**src/rtl/mcr_pkg.sv**
```systemverilog
// Package: shared types, codes and constants of the midpoint circle rasteriser.
`timescale 1ns / 1ps
package mcr_pkg;

  // Fixed field widths of the channel words
  localparam int unsigned CENTER_W    = 10;
  localparam int unsigned RADIUS_W    = 10;
  localparam int unsigned POINT_W     = 12;
  localparam int unsigned RADIUS_BITS = 10;

  // Decision value increments
  localparam int unsigned DEC_INIT = 1;
  localparam int unsigned DEC_EAST = 3;
  localparam int unsigned DEC_DIAG = 5;

  // Octant walk emits eight mirrored points per drawing word
  localparam int unsigned NUM_POINTS = 8;
  localparam int unsigned POINT_IDX_W = $clog2(NUM_POINTS);

  // Depth of the queue between front and back
  localparam int unsigned QUEUE_DEPTH = 2;

  typedef enum logic [0:0] {
    FUNC_START = 1'b0,
    FUNC_STEP  = 1'b1
  } func_t;

  // One octant position handed from the front to the back
  typedef struct packed {
    logic [CENTER_W-1:0] cx;
    logic [CENTER_W-1:0] cy;
    logic [POINT_W-1:0]  ox;
    logic [POINT_W-1:0]  oy;
    logic                fin;
  } job_t;

  // Mirror control for one of the eight points
  typedef struct packed {
    logic swap;
    logic neg_x;
    logic neg_y;
  } mirror_t;

  // Order: (x,y) (y,x) (-y,-x) (x,-y) (-x,-y) (-y,x) (y,-x) (-x,y)
  function automatic mirror_t point_mirror(input logic [POINT_IDX_W-1:0] idx);
    mirror_t m;
    begin
      m = '0;
      unique case (idx)
        3'd0: m = '{swap: 1'b0, neg_x: 1'b0, neg_y: 1'b0};
        3'd1: m = '{swap: 1'b1, neg_x: 1'b0, neg_y: 1'b0};
        3'd2: m = '{swap: 1'b1, neg_x: 1'b1, neg_y: 1'b1};
        3'd3: m = '{swap: 1'b0, neg_x: 1'b0, neg_y: 1'b1};
        3'd4: m = '{swap: 1'b0, neg_x: 1'b1, neg_y: 1'b1};
        3'd5: m = '{swap: 1'b1, neg_x: 1'b1, neg_y: 1'b0};
        3'd6: m = '{swap: 1'b1, neg_x: 1'b0, neg_y: 1'b1};
        3'd7: m = '{swap: 1'b0, neg_x: 1'b1, neg_y: 1'b0};
        default: m = '0;
      endcase
      return m;
    end
  endfunction

endpackage

```
**src/rtl/mcr_if.sv**
```systemverilog
// Interfaces: request channel and pixel channel of the circle rasteriser.
`timescale 1ns / 1ps
interface mcr_req_if;
  logic                                 valid;
  logic                                 ready;
  logic                                 func;
  logic [mcr_pkg::CENTER_W-1:0]         center_x;
  logic [mcr_pkg::CENTER_W-1:0]         center_y;
  logic [mcr_pkg::RADIUS_W-1:0]         radius;

  modport source (output valid, func, center_x, center_y, radius, input ready);
  modport sink   (input valid, func, center_x, center_y, radius, output ready);
endinterface

interface mcr_pix_if;
  logic                                 valid;
  logic                                 ready;
  logic signed [mcr_pkg::POINT_W-1:0]   point_x;
  logic signed [mcr_pkg::POINT_W-1:0]   point_y;
  logic                                 last_point;

  modport source (output valid, point_x, point_y, last_point, input ready);
  modport sink   (input valid, point_x, point_y, last_point, output ready);
endinterface

```
**src/rtl/mcr_front.sv**
```systemverilog
// Front: accepts request words, walks the octant state and queues positions.
`timescale 1ns / 1ps
module mcr_front #(
  parameter int unsigned RADIUS_BITS = mcr_pkg::RADIUS_BITS
) (
  input  logic            clk,
  input  logic            rst,
  mcr_req_if.sink         req,
  input  logic            full,
  output logic            push,
  output mcr_pkg::job_t   push_data
);

  localparam int unsigned DW = RADIUS_BITS + 2;
  localparam int unsigned PW = mcr_pkg::POINT_W;

  logic [RADIUS_BITS-1:0]        offset_x, offset_x_next;
  logic [RADIUS_BITS-1:0]        offset_y, offset_y_next;
  logic [DW-1:0]                 decision, decision_next;
  logic [mcr_pkg::CENTER_W-1:0]  hold_center_x, hold_center_y;
  logic                          active;

  logic                          take;
  logic                          is_start;
  logic                          fin;
  logic [RADIUS_BITS-1:0]        radius_r;
  logic [RADIUS_BITS+mcr_pkg::RADIUS_W-1:0] radius_ext;
  logic [RADIUS_BITS+PW-1:0]     x_ext, y_ext;
  logic [DW-1:0]                 two_x, two_y, r_ext;

  assign req.ready = !full;
  assign take      = req.valid && req.ready;
  assign is_start  = (req.func == mcr_pkg::FUNC_START);
  assign push      = take && (is_start || active);

  assign radius_ext = {{RADIUS_BITS{1'b0}}, req.radius};
  assign radius_r   = radius_ext[RADIUS_BITS-1:0];
  assign two_x      = {1'b0, offset_x, 1'b0};
  assign two_y      = {1'b0, offset_y, 1'b0};
  assign r_ext      = {2'b00, radius_r};

  always_comb begin
    if (is_start) begin
      offset_x_next = '0;
      offset_y_next = radius_r;
      decision_next = DW'(mcr_pkg::DEC_INIT) - r_ext;
    end else if (decision[DW-1]) begin
      offset_x_next = offset_x + RADIUS_BITS'(1);
      offset_y_next = offset_y;
      decision_next = decision + two_x + DW'(mcr_pkg::DEC_EAST);
    end else begin
      offset_x_next = offset_x + RADIUS_BITS'(1);
      offset_y_next = offset_y - RADIUS_BITS'(1);
      decision_next = decision + two_x - two_y + DW'(mcr_pkg::DEC_DIAG);
    end
  end

  assign fin   = (offset_y_next <= offset_x_next);
  assign x_ext = {{PW{1'b0}}, offset_x_next};
  assign y_ext = {{PW{1'b0}}, offset_y_next};

  always_comb begin
    push_data.cx  = is_start ? req.center_x : hold_center_x;
    push_data.cy  = is_start ? req.center_y : hold_center_y;
    push_data.ox  = x_ext[PW-1:0];
    push_data.oy  = y_ext[PW-1:0];
    push_data.fin = fin;
  end

  always_ff @(posedge clk) begin
    if (rst) begin
      offset_x      <= '0;
      offset_y      <= '0;
      decision      <= '0;
      hold_center_x <= '0;
      hold_center_y <= '0;
      active        <= 1'b0;
    end else if (push) begin
      offset_x      <= offset_x_next;
      offset_y      <= offset_y_next;
      decision      <= decision_next;
      hold_center_x <= push_data.cx;
      hold_center_y <= push_data.cy;
      active        <= !fin;
    end
  end

endmodule

```
**src/rtl/mcr_queue.sv**
```systemverilog
// Queue: short register queue of octant positions between front and back.
`timescale 1ns / 1ps
module mcr_queue (
  input  logic            clk,
  input  logic            rst,
  input  logic            push,
  input  mcr_pkg::job_t   push_data,
  input  logic            pop,
  output mcr_pkg::job_t   head,
  output logic            not_empty,
  output logic            full
);

  localparam int unsigned DEPTH = mcr_pkg::QUEUE_DEPTH;
  localparam int unsigned PTR_W = (DEPTH > 1) ? $clog2(DEPTH) : 1;
  localparam int unsigned CNT_W = $clog2(DEPTH + 1);

  mcr_pkg::job_t     entries [DEPTH];
  logic [PTR_W-1:0]  wr_ptr, rd_ptr;
  logic [CNT_W-1:0]  count;

  assign head      = entries[rd_ptr];
  assign not_empty = (count != '0);
  assign full      = (count == CNT_W'(DEPTH));

  always_ff @(posedge clk) begin
    if (push) begin
      entries[wr_ptr] <= push_data;
    end
  end

  always_ff @(posedge clk) begin
    if (rst) begin
      wr_ptr <= '0;
      rd_ptr <= '0;
      count  <= '0;
    end else begin
      if (push) begin
        wr_ptr <= (wr_ptr == PTR_W'(DEPTH - 1)) ? '0 : wr_ptr + PTR_W'(1);
      end
      if (pop) begin
        rd_ptr <= (rd_ptr == PTR_W'(DEPTH - 1)) ? '0 : rd_ptr + PTR_W'(1);
      end
      if (push && !pop) begin
        count <= count + CNT_W'(1);
      end else if (pop && !push) begin
        count <= count - CNT_W'(1);
      end
    end
  end

endmodule

```
**src/rtl/mcr_back.sv**
```systemverilog
// Back: expands each queued position into eight mirrored pixels, one a cycle while pix is not stalled.
`timescale 1ns / 1ps
module mcr_back (
  input  logic            clk,
  input  logic            rst,
  input  mcr_pkg::job_t   head,
  input  logic            not_empty,
  output logic            pop,
  mcr_pix_if.source       pix
);

  localparam int unsigned PW = mcr_pkg::POINT_W;
  localparam int unsigned IW = mcr_pkg::POINT_IDX_W;

  logic [IW-1:0]    idx;
  logic             advance;
  logic             emit;
  mcr_pkg::mirror_t mir;
  logic [PW-1:0]    cx12, cy12, ax, ay, px, py;

  assign advance = !pix.valid || pix.ready;
  assign emit    = advance && not_empty;
  assign pop     = emit && (idx == IW'(mcr_pkg::NUM_POINTS - 1));

  assign mir  = mcr_pkg::point_mirror(idx);
  assign cx12 = {{(PW - mcr_pkg::CENTER_W){1'b0}}, head.cx};
  assign cy12 = {{(PW - mcr_pkg::CENTER_W){1'b0}}, head.cy};
  assign ax   = mir.swap ? head.oy : head.ox;
  assign ay   = mir.swap ? head.ox : head.oy;
  assign px   = mir.neg_x ? cx12 - ax : cx12 + ax;
  assign py   = mir.neg_y ? cy12 - ay : cy12 + ay;

  always_ff @(posedge clk) begin
    if (rst) begin
      pix.valid <= 1'b0;
      idx       <= '0;
    end else if (advance) begin
      pix.valid <= not_empty;
      if (emit) begin
        idx <= idx + IW'(1);
      end
    end
  end

  always_ff @(posedge clk) begin
    if (emit) begin
      pix.point_x    <= px;
      pix.point_y    <= py;
      pix.last_point <= head.fin && (idx == IW'(mcr_pkg::NUM_POINTS - 1));
    end
  end

endmodule

```
**src/rtl/midpoint_circle_rasterizer.sv**
```systemverilog
// Top level: midpoint circle rasteriser with eight-way symmetric pixel output.
`timescale 1ns / 1ps
// Usage
//   req : request words. func START loads centre and radius and draws the first
//         octant position; func STEP advances the walk by one column. A STEP
//         while no circle is running is taken and dropped.
//   pix : pixel words, eight per drawing request, in the fixed mirror order;
//         last_point marks the eighth pixel of the final position of a circle.
// Timing
//   When the block is empty, the first pixel of a request is registered in the
//   queue entry and then in the pixel output register before it appears on pix.
//   The back end issues one pixel per cycle through its output register while
//   pix.ready allows, and pops a position only after its eighth pixel, so a
//   drawing request occupies it until all eight pixels are issued. The front
//   takes a request whenever the two-entry queue has room. The queue holds
//   the request being drawn, so one more may wait behind it.
// Reset
//   Synchronous, active high: empties the queue, drops the output word and
//   leaves the walk idle with all offsets and the centre at zero.
// Stall
//   When pix.ready is low the pixel word holds; the queue fills and then
//   req.ready drops until the back end moves on.
module midpoint_circle_rasterizer #(
  parameter int unsigned RADIUS_BITS = mcr_pkg::RADIUS_BITS
) (
  input  logic      clk,
  input  logic      rst,
  mcr_req_if.sink   req,
  mcr_pix_if.source pix
);

  logic          push;
  logic          pop;
  logic          full;
  logic          not_empty;
  mcr_pkg::job_t push_data;
  mcr_pkg::job_t head;

  // Accept requests and advance the octant walk
  mcr_front #(
    .RADIUS_BITS (RADIUS_BITS)
  ) u_front (
    .clk       (clk),
    .rst       (rst),
    .req       (req),
    .full      (full),
    .push      (push),
    .push_data (push_data)
  );

  // Hold positions until the back end has drawn them
  mcr_queue u_queue (
    .clk       (clk),
    .rst       (rst),
    .push      (push),
    .push_data (push_data),
    .pop       (pop),
    .head      (head),
    .not_empty (not_empty),
    .full      (full)
  );

  // Mirror each position into eight pixels
  mcr_back u_back (
    .clk       (clk),
    .rst       (rst),
    .head      (head),
    .not_empty (not_empty),
    .pop       (pop),
    .pix       (pix)
  );

`ifndef SYNTH
  a_no_push_full: assert property (@(posedge clk) disable iff (rst)
    push |-> !full)
    else $error("queue written while full");

  a_no_pop_empty: assert property (@(posedge clk) disable iff (rst)
    pop |-> not_empty)
    else $error("queue read while empty");

  a_start_queued: assert property (@(posedge clk) disable iff (rst)
    (req.valid && req.ready && (req.func == mcr_pkg::FUNC_START)) |-> push)
    else $error("start request not queued");

  // A last pixel is either freshly loaded at a pop or held under a stall
  a_last_on_pop: assert property (@(posedge clk) disable iff (rst)
    (pix.valid && pix.last_point) |-> ($past(pop) || $past(pix.valid && !pix.ready)))
    else $error("last pixel not at end of a position");
`endif

endmodule
```
**src/flat_wrapper.sv**
```systemverilog
// flat-port wrapper written by rule: the top's interface ports become plain ports
module midpoint_circle_rasterizer_flat 
#(
  parameter int unsigned RADIUS_BITS = mcr_pkg::RADIUS_BITS
)
  (clk, rst, req_valid, req_func, req_center_x, req_center_y, req_radius, req_ready, pix_valid, pix_point_x, pix_point_y, pix_last_point, pix_ready);
  mcr_req_if req_i ();
  mcr_pix_if pix_i ();
  input  logic clk;
  input  logic rst;
  input wire logic [$bits(req_i.valid)-1:0] req_valid;
  input wire logic [$bits(req_i.func)-1:0] req_func;
  input wire logic [$bits(req_i.center_x)-1:0] req_center_x;
  input wire logic [$bits(req_i.center_y)-1:0] req_center_y;
  input wire logic [$bits(req_i.radius)-1:0] req_radius;
  output wire logic [$bits(req_i.ready)-1:0] req_ready;
  output wire logic [$bits(pix_i.valid)-1:0] pix_valid;
  output wire logic [$bits(pix_i.point_x)-1:0] pix_point_x;
  output wire logic [$bits(pix_i.point_y)-1:0] pix_point_y;
  output wire logic [$bits(pix_i.last_point)-1:0] pix_last_point;
  input wire logic [$bits(pix_i.ready)-1:0] pix_ready;
  assign req_i.valid = req_valid;
  assign req_i.func = req_func;
  assign req_i.center_x = req_center_x;
  assign req_i.center_y = req_center_y;
  assign req_i.radius = req_radius;
  assign req_ready = req_i.ready;
  assign pix_valid = pix_i.valid;
  assign pix_point_x = pix_i.point_x;
  assign pix_point_y = pix_i.point_y;
  assign pix_last_point = pix_i.last_point;
  assign pix_i.ready = pix_ready;
  midpoint_circle_rasterizer #(.RADIUS_BITS(RADIUS_BITS)) u_core (.clk(clk), .rst(rst), .req(req_i), .pix(pix_i));
endmodule
```
**config.mk**
```make
export PLATFORM = sky130hd
export DESIGN_NAME = midpoint_circle_rasterizer_flat
export DESIGN_NICKNAME = d
export VERILOG_FILES = /design/src/rtl/mcr_pkg.sv /design/src/rtl/mcr_if.sv /design/src/rtl/mcr_front.sv /design/src/rtl/mcr_queue.sv /design/src/rtl/mcr_back.sv /design/src/rtl/midpoint_circle_rasterizer.sv /design/src/flat_wrapper.sv
export SDC_FILE = /design/constraint.sdc
export NUM_CORES = 1
export LEC_CHECK = 0
export BUFFER_PORTS_ARGS = -buffer_cell sky130_fd_sc_hd__buf_2
export CORE_MARGIN = 4
export CORE_UTILIZATION = 45
export CTS_BUF_LIST = sky130_fd_sc_hd__clkbuf_8
export DETAILED_ROUTE_END_ITERATION = 10
export SETUP_SLACK_MARGIN = 0.02
export SKIP_CTS_REPAIR_TIMING = 1
export SYNTH_ARGS = -nofsm -noshare
export SYNTH_HDL_FRONTEND = slang
export SYNTH_HIERARCHICAL = 1
export SYNTH_SLANG_ARGS = --single-unit
```
**constraint.sdc**
```tcl
create_clock -name clk -period 12.4 [get_ports clk]
set_input_delay 1.86 -clock clk [delete_from_list [all_inputs] [get_ports clk]]
set_output_delay 1.86 -clock clk [all_outputs]
set_load 0.03 [all_outputs]
```
# Word-level counts from Yosys, hierarchy flattened
# Memory sizes are Yosys's and may differ from the RTL's. A register that Yosys moved wholly into a read port is not among the register bits.
# Index checks and enable logic that the tools add are counted.
[word_totals]
register_bits = 86
latch_bits = 0
mem_bits_rw = 82
rom_bits = 24
in_bits = 35
out_inout_bits = 27
elab_cells = 74
mem_count = 2
[memory_table]
columns = ["name", "words", "width", "read_ports", "rd_clocked_by_memory_dff", "write_ports", "line", "source"]
rows = [
  ["u_core.u_queue.entries", 2, 41, 1, 1, 1, "mcr_queue.sv:18", "mcr_pkg::job_t entries [DEPTH];"],
  ["(name not given)", 8, 3, 1, 1, 0, "mcr_pkg.sv:49", "unique case (idx)"],
]
[classes]
add_sub_neg = 16
mul = 0
div = 0
n_lt_le_gt_ge = 1
eq_ne = 2
shift = 0
n_mux = 21
n_bitwise = 1
n_reduce_logical = 17
[ops]
columns = ["op", "count"]
rows = [
  ["12-bit 2-to-1 mux", 6],
  ["10-bit 2-to-1 mux", 5],
  ["10-bit by 12-bit adder with 12-bit output", 2],
  ["10-bit by 12-bit subtractor with 12-bit output", 2],
  ["12-bit by 11-bit adder with 12-bit output", 1],
  ["12-bit by 2-bit adder with 12-bit output (second input constant)", 1],
  ["12-bit by 3-bit adder with 12-bit output (second input constant)", 1],
  ["12-bit by 11-bit subtractor with 12-bit output", 1],
  ["1-bit by 10-bit subtractor with 11-bit output (first input constant)", 1],
  ["10-bit by 1-bit adder with 10-bit output (second input constant)", 1],
  ["10-bit less-or-equal comparator", 1],
  ["10-bit by 1-bit subtractor with 10-bit output (second input constant)", 1],
  ["1-bit logical AND", 7],
  ["1-bit 2-to-1 mux", 6],
  ["3-bit 2-to-1 mux", 2],
  ["1-bit zero test", 5],
  ["2-bit 2-to-1 mux", 2],
  ["2-bit nonzero test", 2],
  ["3-bit by 1-bit adder with 3-bit output (second input constant)", 1],
  ["3-bit == test (second input constant)", 1],
  ["1-bit adder (second input constant)", 2],
  ["2-bit by 1-bit adder with 2-bit output (second input constant)", 1],
  ["2-bit == test (second input constant)", 1],
  ["1-bit logical OR", 2],
  ["other kinds (3)", 3],
]

# Longest topological paths before layout
# Gate-level depths: netlist of run 1.
[logic_depth]
word_depth = 8
mapped_depth = 16

# Modules after synthesis
# Netlist of run 1, hierarchy kept.
[by_module_without_submodules]
columns = ["module", "instances", "cells_each", "area_per_inst_um2", "seq_area_each_um2"]
rows = [
  ["mcr_front", 1, 590, 4485.6, 1061.0],
  ["mcr_queue", 1, 162, 3469.6, 2802.7],
  ["mcr_back", 1, 304, 2921.6, 890.9],
]

# Least setup slack after synthesis of run 1
# No wires, ideal clock.
[synth_path]
kind = "in2reg"
startpoint = "input req_func"
endpoint = "memory u_core/u_queue/entries[0][0] (netlist bit), enable pin"
setup_time_ns = 0.453
t_arrival_ns = 4.834
t_required_ns = 11.947
setup_slack_ns = 7.113
stages = 6
path_cell_list = "clkbuf_1 nand2b_1 nand3_2 inv_2 clkbuf_1 nor2b_1"
[synth_via]
elab_chain_len = 5
[synth_rtl]
columns = ["item", "line", "source"]
rows = [
  ["start: declaration", "flat_wrapper.sv:12", "input wire logic [$bits(req_i.func)-1:0] req_func;"],
  ["1-bit inverter", "mcr_front.sv:33", "assign is_start = (req.func == mcr_pkg::FUNC_START);"],
  ["1-bit logical OR", "mcr_front.sv:34", "assign push = take && (is_start || active);"],
  ["1-bit logical AND", "mcr_front.sv:34", ""],
  ["net u_core.push", "midpoint_circle_rasterizer.sv:32", "logic push;"],
  ["1-bit 2-to-1 mux", "mcr_queue.sv:27", "if (push) begin"],
  ["1-bit 2-to-1 mux (implied by the code)", "mcr_queue.sv:28", "entries[wr_ptr] <= push_data;"],
  ["end: declaration", "mcr_queue.sv:18", ""],
]
# The timed path passes the listed nets, and every way through them passes these cells.

# Worst setup path after layout of run 1
[layout_path]
startpoint = "input req_func"
endpoint = "memory u_core/u_queue/entries[1][12] (netlist bit), enable pin"
# The elaborated chain is that of the path after synthesis.

==> results of run 1 <==
[registers in the layout, summed over array words and instances (netlist names), named ones only]
signal and flops:
u_core/u_front/decision 12, u_core/u_back/pix.point_y 12, u_core/u_front/hold_center_y 10, u_core/u_front/offset_y 10, u_core/u_queue/count 2, u_core/u_back/idx 3, u_core/u_back/pix.point_x 12, u_core/u_back/mir 3
u_core/u_front/offset_x 10, u_core/u_front/active 1, u_core/u_queue/wr_ptr 1, u_core/u_queue/rd_ptr 1, u_core/u_back/pix.valid 1, u_core/u_back/pix.last_point 1, u_core/u_front/hold_center_x 10, u_core/u_queue/entries 90
[power breakdown]
part	switching, W	total, W	internal (W)
sequential	0.0000279	0.000764	0.000736
combinational	0.000449	0.000744	0.000295
clock	0.000238	0.000431	0.000193
[layout make-up]
cell class	count	area, um^2	area share
multi-input combinational	777	5627	0.4768
sequential	180	4757	0.4031
tap	319	399.1	0.03382
timing repair buffer	68	357.8	0.03033
clock buffer	17	234.0	0.01983
inverter	57	214.0	0.01813
clock inverter	15	211.5	0.01792
[worst reg2reg max path, stage by stage (launching register included)]
cell      delay [ns]
dfxtp_1         0.53
ha_1            0.38
o21ai_1         0.30
nor4b_1         0.08
or4b_1          0.71
ha_1            0.35
ha_1            0.23
or3_1           0.40
or2_0           0.22
o22ai_1         0.22
o21ai_1         0.14
mux2i_1         0.16
a31oi_1         0.17
o211ai_1        0.10
[stage by stage]
stage / utilization / cell area, um^2 / cells
floorplan: - / 10890 / 1059
global placement: 0.4809 / 11350 / 1401
detailed placement: 0.4809 / 11350 / 1401
CTS: 0.4997 / 11800 / 1433
global route: 0.4997 / 11800 / 1433
finish: 0.4997 / 11800 / 1433
[routing by layer]
metal,up-vias,share of wire
met2,137,0.46
met1,3659,0.49
met5,-,0
met3,18,0.035
met4,0,0.014
li1,3875,-
[path summary, 6_finish.rpt]
check / from / end / slack [ns] / depth (start not counted)
max reg2reg: u_core/u_front/offset_x[2] / u_core/u_front/decision[11] / 8.32 / 13
max: req_func / u_core/u_queue/entries[1][12] / 7.60 / 8
min reg2reg: u_core/u_front/hold_center_y[2] / u_core/u_front/hold_center_y[2] / 0.46 / 2
min: u_core/u_front/hold_center_y[2] / u_core/u_front/hold_center_y[2] / 0.46 / 2
[cells in the mapped netlist, drive strengths merged (2+ instances only)]
library cell,count,area (um^2)
a2111oi,2,36.29
a211oi,12,107.6
a21o,15,112.6
a21oi,90,454.2
a22o,2,17.52
a311oi,2,17.52
a31oi,9,71.32
a41oi,2,17.52
and2,5,31.28
and3,4,25.02
buf,18,146.4
clkbuf,27,155.2
dfxtp,65,1301
edfxtp,115,3453
fa,4,80.08
ha,73,913.4
inv,57,214.0
mux2,71,803.3
mux2i,21,214.0
nand2,120,452.9
nand2b,4,25.02
nand3,20,110.1
nand4,7,50.05
nor2,76,285.3
nor2b,11,68.82
nor3,19,100.1
nor3b,5,37.54
nor4,12,126.4
o2111ai,2,17.52
o211ai,12,95.09
o21a,8,61.31
o21ai,46,230.2
o21bai,3,33.78
o22ai,4,25.02
o31a,5,43.79
or2,2,12.52
or3,9,56.30
xnor2,44,392.9
xor2,37,324.1
[cells by family after synthesis]
logic type               share of synthesized area
AO/OA/AOI/OAI                               0.1325
buffers and inverters                      0.04739
multiplexers                               0.09352
flip-flops                                  0.4371
AND/OR/NAND/NOR                             0.1318
other                                    0.0003448
XOR/XNOR                                   0.06592
adder cells (fa/ha/maj)                    0.09134
==> metrics.cfg, run 1 <==
[worst_setup_path]
cp_slowest_cell=and2_2
critPathMostFrequentCell=buf_4
worstPathArrival_ns=4.87
worst_ep_required_time_ns=12.47
startpoint_type=input port
cp_top_family=buffers and inverters
endpoint_kind=flop
crit_path_max_fanout=61
cp_cell_sequence=buf_2 > buf_4 > nand2b_1 > nand3_2 > buf_4 > inv_2 > buf_4 > and2_2
crit_type=in2reg
cp.buffers_inverters=5
cpPeakStageDelay_ns=0.93

[timing]
hold_viol=0
finClkSkew_ns=0.01943
setup_viol=0
period_share=0.3869
tns_ns=0
rsz0062_at_grt=false
drv_slew=0
fin_ws_ns=7.603
worst_pin_slew_ns=1.106
max_freq_ghz=0.2084
relSlewSlack=0.2625
min_period_ns=4.797
hold_slack_ns=0.4590

[global_route]
gr-usage-met2=0.2885
grtUsageMet1=0.2717
grt_max_degree=62
busiest_layer=met2
use_met3=0.02750
grt_antenna_before_repair=0
grt_pass1_wl_um=39230
grt-ovfl-total=0
grt_pass1_vias=7318
grt_usage=0.1857

[yosys]
synthFlopType=edfxtp_1
syn_inst=1056
mappedNetlistArea_um2=10880
synth.distinct_cells=80
yosys_warnings=6
yosysSeqAreaShare=0.4371
ys_seq_elements=180
synth_edf_count=115
async_flop_share=0
synth.avg_cell_area_um2=10.30

[floorplan]
fp.dieArea_um2=26720
core_um2=23610
io_pins=62
die_h_um=163.5
die_x_um=163.5
rows=56
start_util=0.4606

[clocking]
h-tree-depth=4
cts_tree=built
clkLatencyLatePin_ns=0.46
clock_sinks=180
root_buffer=clkbuf_8
clkTransAtPathRegs_ns=0.11
cts_buffer_depth=2
numCtsBuffers=17

[power]
p_total_w=0.001939
vdd_drop_max_mv=0.08409
power_density_nw_per_um2=164.3
leakage_nw=4.375

[layout]
antennaDiodeCount=0
drive_above_1_share=0.1813
filler_cell_count=2187
final_cell_mix=nand2_1 (119), edfxtp_1 (115), a21oi_1 (89)
syn_to_final_growth_pct=8.490
final_common_cell=nand2_1
layout.nets=1213

[status]
status=complete, no violations

[hold_path]
hold_class=reg2reg

[placed_design]
dp_hpwl_um=17690
gp_congestion=0.8155
post-place-ws_ns=7.119
io_buffer_count=61

[routing]
wl_per_cell_um=16.79
antenna_left=0
via_count=7689
drt_iter0_drc=537
post-route-drc-count=0
wl_um=24060
avgViaCountPerCell=5.366
first_pass_iters=8

[job]
cap_violations=0

No activity file was read; power rests on OpenSTA's default activity.
==> run 2, diff against run 1 <==
- clock period: 12.4 -> 4.21 ns (I/O delays scaled with it)
==> run 2 against run 1 <==
Against the previous run: die area unchanged; setup slack got worse by 7.2 ns; clock power increased to 2.9 times the previous value; core utilization increased by 0.49 points; sequential power increased to 3.0 times the previous value; critical path depth increased by 6; via count increased by 0.81%; count of clock-buffer cells in the layout increased by 1; first-iteration DRC count decreased by 11%; sequential cell count unchanged; critical endpoint is now u_core/u_front/decision[11].
==> metrics.cfg, run 2 (synthesis gave the netlist of run 1 again) <==
[placed_design]
io_buffer_count=61
gp_congestion=0.8616
place_area_um2=11450
dp_hpwl_um=18150

[routing]
wl_um=24550
post-route-drc-count=0
avgViaCountPerCell=5.346
wl_per_cell_um=16.93
antenna_left=0
first_pass_iters=5
via_count=7751
drt_iter0_drc=478

[global_route]
grt_pass1_vias=7293
grt-ovfl-total=0
grt_pass1_wl_um=39340
grt_usage=0.1869
grt_antenna_before_repair=0
grt_max_degree=53

[layout]
seqCellArea_um2=4757
layout.nets=1230
fin_area_um2=11920
syn_to_final_growth_pct=9.559
regMostFlops=u_core/u_queue/entries
largest_reg_flops=90
filler_cell_count=2226
multi_input_comb_area_um2=5634
final_cell_mix=nand2_1 (119), edfxtp_1 (115), a21oi_1 (89)
drive_above_1_share=0.1936
final_common_cell=nand2_1
antennaDiodeCount=0

[worst_setup_path]
worstPathArrival_ns=4.19
startpoint=u_core/u_front/offset_x[0]
cp_slowest_cell=fa_1
endpoint_kind=flop
cp.buffers_inverters=0
startpoint_type=flop
cpPeakStageDelay_ns=0.43
cp_cell_sequence=ha_1 > fa_1 > a21o_1 > a211oi_2 > nor2_1 > ha_1 > ha_1 > or3_1 > or2_0 > o22ai_1 > o21ai_1 > mux2i_1 > a31oi_1 > o211ai_1
critPathMostFrequentCell=ha_1
worst_ep_required_time_ns=4.55
reg2reg_from=u_core/u_front/offset_x[0]
crit_type=reg2reg
cp_top_family=compound AO/OA/AOI/OAI gates
crit_path_max_fanout=5

[floorplan]
start_util=0.4606
fp.dieArea_um2=26720
core_um2=23610
die_x_um=163.5
rows=56
die_h_um=163.5
io_pins=62

[clocking]
clock_sinks=180
h-tree-depth=4
cts_tree=built
numCtsBuffers=17
cts_buffer_depth=2
root_buffer=clkbuf_8
clkLatencyLatePin_ns=0.46
clkTransAtPathRegs_ns=0.10

[timing]
relSlewSlack=0.5551
drv_slew=0
hold_slack_ns=0.4598
period_share=0.9159
rsz0062_at_grt=false
finClkSkew_ns=0.01472
min_period_ns=3.856
setup_viol=0
max_freq_ghz=0.2593
tns_ns=0
worst_pin_slew_ns=0.6673
hold_viol=0

[power]
power_density_nw_per_um2=480.8
leakage_nw=4.456
vdd_drop_max_mv=0.2485

[hold_path]
hold_class=reg2reg
min-delay-start=u_core/u_front/hold_center_y[8]

[job]
cap_violations=0

[status]
status=complete, no violations

run 2: cell count changes in the layout (fill, tap and decap cells not counted), sizes merged:
| cell | delta |
|---|---|
| inv | -1 |
| clkinvlp | +1 |
| buf | +17 |
| clkinv | -2 |
| bufinv | +1 |
| clkbuf | +1 |
run 2: worst min-delay path, delay by kind of cell (launching register included):
| family | cells | cell delay, ns |
|---|---|---|
| AO/OA/AOI/OAI | 1 | 0.05 |
| AND/OR/NAND/NOR | 1 | 0.05 |
| flip-flops | 1 | 0.32 |
run 2: layout make-up:
type | instances | area share
well taps | 319 | 0.03349
repair buffers | 85 | 0.04074
multi-input cells | 777 | 0.4728
flip-flops and latches | 180 | 0.3992
inverters | 57 | 0.01795
clock inverters | 14 | 0.01501
clock buffers | 18 | 0.02079
run 2: path summary, 6_finish.rpt:
path                                     endpoint  slack (ns)  cells past startpoint
setup reg to reg      u_core/u_front/decision[11]        0.35                     14
hold / removal    u_core/u_front/hold_center_y[8]        0.46                      2
setup / recovery      u_core/u_front/decision[11]        0.35                     14
hold reg to reg   u_core/u_front/hold_center_y[8]        0.46                      2
run 2: per-stage QoR:
step           power (W)  setup WS [ns]  std cells    util
2_1_floorplan   0.004015         0.1518       1059       -
3_3_place_gp    0.004477         0.3195       1414  0.4850
3_5_place_dp    0.004499         0.2791       1414  0.4850
4_1_cts         0.005785         0.2262       1446  0.5031
5_1_grt         0.006103        0.02668       1450  0.5047
6_report        0.005729         0.3542       1450  0.5047
run 2: metal layers:
metal	GRT usage	part of all wire	vias to the layer above
li1	-	-	3907
met1	0.2753	0.49	3659
met2	0.2894	0.45	161
met3	0.02851	0.047	24
met4	0.04613	0.014	0
met5	0	0	-
run 2: power by group:
| part | total (W) | internal (W) | switching [W] |
|---|---|---|---|
| combinational | 0.00220 | 0.000887 | 0.00131 |
| clock | 0.00127 | 0.000614 | 0.000654 |
| sequential | 0.00226 | 0.00217 | 0.0000912 |
| total | 0.00573 | 0.00367 | 0.00206 |
==> run 3, diff against run 2 <==
- CAP_MARGIN: not set -> 0
- CTS_BUF_LIST: sky130_fd_sc_hd__clkbuf_8 -> sky130_fd_sc_hd__clkbuf_16
- RECOVER_POWER: not set -> 50
==> run 3 against run 2 <==
Against the previous run: the run now ends with capacitance limit, slew limit left; sequential share of layout area is 0.22 points lower; non-clock buffer count is 4 lower; setup slack worse by 0.020 ns; die area stayed put; critical path depth stayed put; cell area is 0.55% higher; final cell count is 0.28% lower; clock power is 26% higher; count of clock-buffer cells in the layout is 1 higher; global-route usage is 0.11 points higher.
==> metrics.cfg, run 3 (synthesis gave the netlist of run 1 again) <==
[placed_design]
place_inst=1414
post-place-ws_ns=0.2791
io_buffer_count=61
gp_congestion=0.8616
dp_hpwl_um=18150

[clocking]
h-tree-depth=4
clkLatencyLatePin_ns=0.43
cts_buffer_depth=2
root_buffer=clkbuf_16
clkTransAtPathRegs_ns=0.07
clock_sinks=180
cts_tree=built
numCtsBuffers=17

[routing]
wl_um=24760
antenna_left=0
drt_iter0_drc=454
via_count=7807
post-route-drc-count=0
first_pass_iters=5
wl_per_cell_um=17.12
avgViaCountPerCell=5.399

[timing]
setup_viol=0
min_period_ns=3.876
period_share=0.9207
finClkSkew_ns=0.01238
relSlewSlack=-0.7249
hold_viol=0
max_freq_ghz=0.2580
rsz0062_at_grt=false
fin_ws_ns=0.3337
worst_pin_slew_ns=2.587
tns_ns=0
drv_slew=53

[power]
pwr-share-seq=0.376
switching_share=0.3502
pwr-share-clk=0.265
p_switching_w=0.002111
leakage_nw=4.424
power_density_nw_per_um2=503.1
vdd_drop_max_mv=0.2524
power_frac_comb=0.359
internal_power_w=0.003917

[global_route]
grt_antenna_before_repair=0
grt_pass1_vias=7316
grt_pass1_wl_um=39580
grt_max_degree=53
grt_usage=0.1879
grt-ovfl-total=0

[hold_path]
hold_class=reg2reg
whs_path_depth=2

[worst_setup_path]
worst_ep_required_time_ns=4.51
startpoint_type=flop
crit_type=reg2reg
r2r_cells=14
worstPathArrival_ns=4.18
crit_path_max_fanout=5
endpoint_kind=flop

[layout]
final_cell_mix=nand2_1 (119), edfxtp_1 (115), a21oi_1 (89)
drive_above_1_share=0.1393
fin_cells=1446
final_util=0.5074
largest_reg_flops=90
antennaDiodeCount=0
layout.nets=1226
multi_input_comb_area_um2=5615
regMostFlops=u_core/u_queue/entries
filler_cell_count=2230
seqCellArea_um2=4757
syn_to_final_growth_pct=10.16
final_common_cell=nand2_1

[floorplan]
core_um2=23610
rows=56
fp.dieArea_um2=26720
start_util=0.4606
die_x_um=163.5
io_pins=62
die_h_um=163.5

[status]
violations=capacitance limit, slew limit
status=finished, violations left

[job]
cap_violations=1

==> run 3: critical path: stages (launching register included) <==
cell and delay (ns):
dfxtp_1 0.36, ha_1 0.27, fa_1 0.43, a21o_1 0.23, a221oi_2 0.27, a2bb2oi_2 0.29
ha_1 0.29, ha_1 0.23, or3_1 0.35, or2_0 0.21, o22ai_1 0.25, o21ai_1 0.14
mux2i_1 0.15, a31oi_1 0.18, o211ai_1 0.11
==> run 3: per-stage QoR <==
stage / hold slack, ns / total power (W) / instance area [um^2]
floorplan: 0.4300 / 0.004015 / 10890
global placement: 0.4382 / 0.004477 / 11450
detailed placement: 0.4443 / 0.004499 / 11450
CTS: 0.4551 / 0.006119 / 12050
global route: 0.4719 / 0.006408 / 11980
finish: 0.4550 / 0.006028 / 11980
==> run 3: final cells by class <==
| class | count | area share |
|---|---|---|
| clock buffer | 19 | 0.03968 |
| clock inverter | 13 | 0.01023 |
| inverter | 57 | 0.01786 |
| multi-input combinational | 777 | 0.4687 |
| sequential | 180 | 0.3970 |
| tap | 319 | 0.03331 |
| timing repair buffer | 81 | 0.03321 |
==> run 3: path summary, 6_finish.rpt <==
kind / from / endpoint / slack (ns)
setup reg to reg: u_core/u_front/offset_x[0] / u_core/u_front/decision[11] / 0.33
hold reg to reg: u_core/u_front/hold_center_y[5] / u_core/u_front/hold_center_y[5] / 0.46
setup / recovery: u_core/u_front/offset_x[0] / u_core/u_front/decision[11] / 0.33
hold / removal: u_core/u_front/hold_center_y[5] / u_core/u_front/hold_center_y[5] / 0.46
==> run 3: power groups by stage <==
stage	registers, W	logic (W)	clock network, W
6_report	0.00226	0.00217	0.00160
3_5_place_dp	0.00230	0.00220	0
4_1_cts	0.00226	0.00221	0.00164
5_1_grt	0.00229	0.00241	0.00171
2_1_floorplan	0.00245	0.00156	0
3_3_place_gp	0.00230	0.00218	0
==> run 3: routing by layer <==
metal  GRT usage  wire (um)  up-vias
li1            -          -     3905
met1      0.2766      12200     3710
met2      0.2923      11160      171
met3     0.02851       1083       21
met4     0.04499        320        0
met5           0          0        -
